--- src/design/lorm_pkg.sv ---
// ----------------------------------------------------------------------------
// lorm_pkg
// Shared types and codes of the LRU object residency manager.
// ----------------------------------------------------------------------------
package lorm_pkg;

  localparam int ID_W    = 12;
  localparam int OP_W    = 3;
  localparam int KIND_W  = 3;
  localparam int COUNT_W = 7;
  localparam int LOC_W   = 3;
  localparam int FLAG_W  = 2;
  localparam int CAP_W   = 6;
  localparam int ENTRY_W = LOC_W + FLAG_W;

  localparam logic [OP_W-1:0] OP_ACCESS  = 3'd0;
  localparam logic [OP_W-1:0] OP_UNLOAD  = 3'd1;
  localparam logic [OP_W-1:0] OP_TRIM    = 3'd2;
  localparam logic [OP_W-1:0] OP_MODIFY  = 3'd3;
  localparam logic [OP_W-1:0] OP_GARBAGE = 3'd4;

  localparam logic [KIND_W-1:0] KIND_ACK        = 3'd0;
  localparam logic [KIND_W-1:0] KIND_FETCH_DB   = 3'd1;
  localparam logic [KIND_W-1:0] KIND_FETCH_LOG  = 3'd2;
  localparam logic [KIND_W-1:0] KIND_WRITE_BACK = 3'd3;
  localparam logic [KIND_W-1:0] KIND_CLEAN_DROP = 3'd4;
  localparam logic [KIND_W-1:0] KIND_GARB_DROP  = 3'd5;
  localparam logic [KIND_W-1:0] KIND_IGNORED    = 3'd6;
  localparam logic [KIND_W-1:0] KIND_OVERFLOW   = 3'd7;

  localparam logic [LOC_W-1:0] LOC_DB       = 3'd0;
  localparam logic [LOC_W-1:0] LOC_LOG      = 3'd1;
  localparam logic [LOC_W-1:0] LOC_FROM_DB  = 3'd2;
  localparam logic [LOC_W-1:0] LOC_FROM_LOG = 3'd3;
  localparam logic [LOC_W-1:0] LOC_DIRTY    = 3'd4;

  localparam int FLAG_RES  = 0;
  localparam int FLAG_GARB = 1;

  localparam logic [COUNT_W-1:0] MAX_OUT   = 7'd64;
  localparam logic [CAP_W-1:0]   CAP_RESET = 6'd32;
  localparam logic               REG_CAPACITY = 1'b0;

  typedef struct packed {
    logic [OP_W-1:0] op;
    logic [ID_W-1:0] object_id;
  } req_t;

  typedef struct packed {
    logic [KIND_W-1:0]  kind;
    logic [ID_W-1:0]    object_id_out;
    logic [COUNT_W-1:0] resident_count;
    logic               last;
  } rsp_t;

  typedef enum logic [3:0] {
    ST_CLEAR, ST_IDLE, ST_OBJ_RD, ST_DECIDE, ST_SCAN_RD, ST_SCAN_WR,
    ST_TRIM_CHK, ST_TRIM_TAKE, ST_TRIM_OBJ, ST_TRIM_DEC, ST_EMIT
  } state_t;

  typedef enum logic [2:0] {
    OBJ_NONE, OBJ_FETCH, OBJ_UNLOAD, OBJ_MODIFY, OBJ_GARBAGE, OBJ_EVICT
  } obj_op_t;

  typedef struct packed {
    logic              clr_step;
    logic              accept;
    obj_op_t           obj_op;
    logic              set_res;
    logic [KIND_W-1:0] res_kind;
    logic              res_last;
    logic              res_zero;
    logic              scan_start;
    logic              scan_remove;
    logic              scan_grow;
    logic              scan_step;
    logic              scan_finish;
    logic              tail_rd;
    logic              evict_take;
    logic              load_out;
  } cmd_t;

  typedef struct packed {
    logic              clr_done;
    logic [OP_W-1:0]   op;
    logic              id_bad;
    logic              res;
    logic              garb;
    logic              full;
    logic              over_cap;
    logic              scan_end;
    logic              match;
    logic              scan_remove;
    logic              n_limit;
    logic [KIND_W-1:0] fetch_kind;
    logic [KIND_W-1:0] evict_kind;
    logic              res_last;
    logic              out_free;
  } status_t;

endpackage

--- src/design/lorm_ctrl.sv ---
// ----------------------------------------------------------------------------
// lorm_ctrl
// Controller state machine that sequences lookups, list scans and evictions.
// ----------------------------------------------------------------------------
module lorm_ctrl (
  input  logic              clk,
  input  logic              rst,
  input  logic              req_valid,
  output logic              req_stall,
  input  lorm_pkg::status_t st,
  output lorm_pkg::cmd_t    cmd
);
  import lorm_pkg::*;

  state_t state, state_next;

  always_ff @(posedge clk) begin
    if (rst) begin
      state <= ST_CLEAR;
    end else begin
      state <= state_next;
    end
  end

  always_comb begin
    state_next = state;
    cmd        = '0;
    req_stall  = 1'b1;
    unique case (state)
      ST_CLEAR: begin
        cmd.clr_step = 1'b1;
        if (st.clr_done) begin
          state_next = ST_IDLE;
        end
      end
      ST_IDLE: begin
        req_stall = 1'b0;
        if (req_valid) begin
          cmd.accept = 1'b1;
          state_next = ST_OBJ_RD;
        end
      end
      ST_OBJ_RD: begin
        if (st.op == OP_TRIM) begin
          state_next = ST_TRIM_CHK;
        end else if (st.id_bad) begin
          cmd.set_res  = 1'b1;
          cmd.res_kind = KIND_IGNORED;
          cmd.res_last = 1'b1;
          state_next   = ST_EMIT;
        end else begin
          state_next = ST_DECIDE;
        end
      end
      ST_DECIDE: begin
        cmd.set_res  = 1'b1;
        cmd.res_last = 1'b1;
        cmd.res_kind = KIND_ACK;
        state_next   = ST_EMIT;
        priority if (st.op == OP_ACCESS) begin
          if (st.res) begin
            cmd.scan_start = 1'b1;
            state_next     = ST_SCAN_RD;
          end else if (st.garb) begin
            cmd.res_kind = KIND_IGNORED;
          end else if (st.full) begin
            cmd.res_kind = KIND_OVERFLOW;
          end else begin
            cmd.obj_op     = OBJ_FETCH;
            cmd.res_kind   = st.fetch_kind;
            cmd.scan_start = 1'b1;
            cmd.scan_grow  = 1'b1;
            state_next     = ST_SCAN_RD;
          end
        end else if (st.op == OP_UNLOAD) begin
          cmd.obj_op = OBJ_UNLOAD;
          if (st.res) begin
            cmd.scan_start  = 1'b1;
            cmd.scan_remove = 1'b1;
            state_next      = ST_SCAN_RD;
          end
        end else if (st.op == OP_MODIFY) begin
          if (st.res) begin
            cmd.obj_op = OBJ_MODIFY;
          end else begin
            cmd.res_kind = KIND_IGNORED;
          end
        end else if (st.op == OP_GARBAGE) begin
          cmd.obj_op = OBJ_GARBAGE;
        end else begin
          cmd.res_kind = KIND_IGNORED;
        end
      end
      ST_SCAN_RD: begin
        if (st.scan_end) begin
          cmd.scan_finish = 1'b1;
          state_next      = ST_EMIT;
        end else begin
          state_next = ST_SCAN_WR;
        end
      end
      ST_SCAN_WR: begin
        cmd.scan_step = 1'b1;
        if (!st.scan_remove && st.match) begin
          state_next = ST_EMIT;
        end else begin
          state_next = ST_SCAN_RD;
        end
      end
      ST_TRIM_CHK: begin
        if (st.over_cap) begin
          cmd.tail_rd = 1'b1;
          state_next  = ST_TRIM_TAKE;
        end else begin
          cmd.set_res  = 1'b1;
          cmd.res_kind = KIND_ACK;
          cmd.res_last = 1'b1;
          cmd.res_zero = 1'b1;
          state_next   = ST_EMIT;
        end
      end
      ST_TRIM_TAKE: begin
        cmd.evict_take = 1'b1;
        state_next     = ST_TRIM_OBJ;
      end
      ST_TRIM_OBJ: begin
        state_next = ST_TRIM_DEC;
      end
      ST_TRIM_DEC: begin
        cmd.obj_op   = OBJ_EVICT;
        cmd.set_res  = 1'b1;
        cmd.res_kind = st.evict_kind;
        cmd.res_last = !st.over_cap || st.n_limit;
        state_next   = ST_EMIT;
      end
      ST_EMIT: begin
        if (st.out_free) begin
          cmd.load_out = 1'b1;
          state_next   = st.res_last ? ST_IDLE : ST_TRIM_CHK;
        end
      end
      default: begin
        state_next = ST_IDLE;
      end
    endcase
  end

endmodule

--- config.mk ---
export PLATFORM = sky130hd
export DESIGN_NAME = lorm_ctrl
export DESIGN_NICKNAME = d
export VERILOG_FILES = /design/src/design/lorm_pkg.sv /design/src/design/lorm_ctrl.sv
export SDC_FILE = /design/constraint.sdc
export NUM_CORES = 1
export LEC_CHECK = 0
export ABC_AREA = 1
export BUFFER_PORTS_ARGS = -buffer_cell sky130_fd_sc_hd__buf_2
export CORE_UTILIZATION = 45
export DETAILED_ROUTE_END_ITERATION = 7
export GPL_ROUTABILITY_DRIVEN = 0
export PLACE_DENSITY = 0.83
export SLEW_MARGIN = 20
export SYNTH_ARGS = -nofsm -noshare
export SYNTH_HDL_FRONTEND = slang
export SYNTH_SLANG_ARGS = --single-unit
--- constraint.sdc ---
create_clock -name clk -period 2.3 [get_ports clk]
set_input_delay 0.115 -clock clk [delete_from_list [all_inputs] [get_ports clk]]
set_output_delay 0.115 -clock clk [all_outputs]
set_load 0.02 [all_outputs]
==> results.py <==
metrics = {
    "status": {
        "status": "completed",
    },
    "timing": {
        "relSlewSlack_pct": 81.05,
        "max_freq_mhz": 592.0,
        "finalHoldViolCount": 0,
        "fin_skew_ps": 5.241,
        "grt_setup_unrepaired": "no",
        "final-setup-viol-count": 0,
        "tightest_slew_ps": 283.2,
        "period_share_pct": 73.44,
        "period_needed_ps": 1689,
        "maxSlewViolCount": 0,
        "tns_ps": 0,
        "setup_slack_ps": 610.8,
    },
    "cells_and_area": {
        "final_core_util_pct": 69.23,
        "final_common_cell": "buf_2",
        "largest_registers": "state x4",
        "nFillCells": 131,
        "regMostFlops": "state",
        "final_cell_area_um2": 945.9,
        "largest_reg_flops": 4,
        "multi_input_area_um2": 485.5,
        "syn_to_final_growth_pct": 37.21,
        "final_cell_mix": "buf_2 (43), nand2_1 (36), inv_1 (33)",
        "drive_gt1_share_pct": 30.39,
        "fin_nets": 207,
        "seqCellArea_um2": 80.08,
        "antennaDiodeCount": 0,
    },
    "yosys": {
        "syn_nets": 159,
        "avgSynthCellArea_um2": 5.107,
        "netlist_area_um2": 689.4,
        "synthCells": 135,
        "synth_cell_types": 23,
        "ys_ff_latch": 4,
        "yosysWarnings": 0,
        "synth_seq_area_share_pct": 11.62,
    },
    "route": {
        "via_per_inst": 5.066,
        "wl_um": 1957,
        "drc": 0,
        "vias": 993,
        "firstDrtPassIters": 4,
        "ant_nets": 0,
        "wire_per_inst_um": 9.985,
        "drt_iter0_drc": 28,
    },
    "power": {
        "power_frac_clock_pct": 14.8,
        "pwr_density_cell_nw_per_um2": 601.5,
        "ir_drop_mv": 0.4211,
        "leakagePower_uw": 0.0006355,
        "netSwitchingPower_uw": 294.5,
        "p_sw_share_pct": 51.76,
        "p_int_uw": 274.5,
        "p_seq_share_pct": 19.0,
        "power_frac_comb_pct": 66.2,
    },
    "critical_path": {
        "worstPathArrival_ps": 1570,
        "worstRegToRegCells": 8,
        "cp.required_ps": 2180,
        "crit_fanout": 6,
        "cp_slowest_cell": "dfxtp_1",
        "cp_top_family": "simple AND/OR/NAND/NOR gates",
        "crit_type": "reg2out",
        "critPathMaxStageDelay_ps": 440,
        "r2r_slack_ps": 990,
        "path_buf_inv": 2,
        "cp-end-kind": "primary output",
        "cp-start-kind": "flip-flop",
        "path_cells": "nand2_1, nor2_4, inv_1, nor4_1, buf_2",
        "regToRegStartpoint": "state[1]",
        "rr_endpoint": "state[2]",
    },
    "worst_hold_path": {
        "hold_depth": 2,
        "hold_path_class": "in2reg",
        "hold_start": "rst",
        "min_to": "state[1]",
    },
    "clocking": {
        "holdBufCountCts": 0,
        "numCtsBuffers": 3,
        "clockBufferDepth": 2,
        "clkLatencyLatePin_ps": 230,
        "cts.sinks": 4,
        "cts_root_buf": "clkbuf_4",
        "cts_tree": "done",
        "cts_setup_buffers": 0,
        "clkTransAtPathRegs_ps": 40,
        "h-tree-depth": 1,
        "post_cts_resize_count": 0,
    },
    "die": {
        "num_io_pins": 44,
        "core_area_um2": 1366,
        "start_util_pct": 50.46,
        "die_y_um": 41.14,
        "die_area_um2": 1693,
        "rows": 13,
        "die_w_um": 41.14,
    },
    "placement": {
        "placed_area_um2": 923.4,
        "portBuffers": 43,
        "hpwlAfterDp_um": 1678,
        "place_ws_ps": 864.9,
    },
    "grt": {
        "antenna_found_initial": 0,
        "grt_max_degree": 7,
        "grt-ovfl-total": 0,
        "grt_usage_pct": 24.56,
        "grt_pass1_vias": 696,
        "grt_pass1_wl_um": 2753,
    },
    "run": {
        "cap_violations": 0,
    },
}
cell usage after synthesis (all sizes together):
| master | count | area (µm²) |
|---|---|---|
| nand4 | 4 | 25.02 |
| nor4 | 1 | 6.260 |
| o21ai | 5 | 25.02 |
| nand3b | 1 | 7.510 |
| o41ai | 1 | 16.27 |
| o21bai | 1 | 7.510 |
| nor3b | 1 | 7.510 |
| o31ai | 1 | 7.510 |
| o31a | 1 | 8.760 |
| nand2 | 38 | 147.6 |
| inv | 33 | 123.9 |
| nor3 | 2 | 15.01 |
| a21oi | 7 | 35.03 |
| a211oi | 1 | 7.510 |
| dfxtp | 4 | 80.08 |
| nand3 | 13 | 70.07 |
| nor2 | 21 | 98.84 |
power groups by stage:
stage | clock network, µW | registers (µW) | logic (µW)
after floorplan | 0 | 105 | 273
after global placement | 0 | 107 | 368
after detailed placement | 0 | 108 | 375
after CTS | 87.7 | 107 | 377
after global routing | 93.2 | 110 | 427
final | 84.3 | 108 | 377
logic make-up after synthesis:
family	count (synthesis)	share of synthesized area [%]
AOI/OAI and AO/OA	17	15.61
and+or+nand+nor	81	54.81
DFF	4	11.62
buffers and inverters	33	17.97
per-stage QoR:
step,instances,hold WS (ps),total power [µW]
5_1_grt,196,71.87,629.4
4_1_cts,196,65.53,571.6
3_5_place_dp,193,312.4,483.4
6_report,196,70.52,568.9
2_1_floorplan,135,184.1,378.1
3_3_place_gp,193,303.7,475.0
worst max path at each step:
stage               startpoint  slack (ps)  cells after the start      end
finish                state[0]         610                      5   cmd[5]
global route          state[0]         470                      5  cmd[10]
CTS                   state[0]         610                      5   cmd[5]
detailed placement    state[0]         860                      5   cmd[5]
global placement      state[0]         910                      5  cmd[10]
floorplan             state[0]         710                      4   cmd[5]
metal layers:
metal	GRT usage (%)	vias up	routed length, µm
met3	6.522	0	144
li1	-	519	-
met4	8.065	0	0
met5	0	-	0
met1	29.17	432	854
met2	42.19	42	958
layout make-up:
cell class | count | area share, %
clock buffer | 3 | 2.381
inverter | 33 | 13.10
tap | 15 | 1.984
timing repair buffer | 43 | 22.75
sequential | 4 | 8.466
multi-input combinational | 98 | 51.32
No activity file was read; power rests on OpenSTA's default activity.
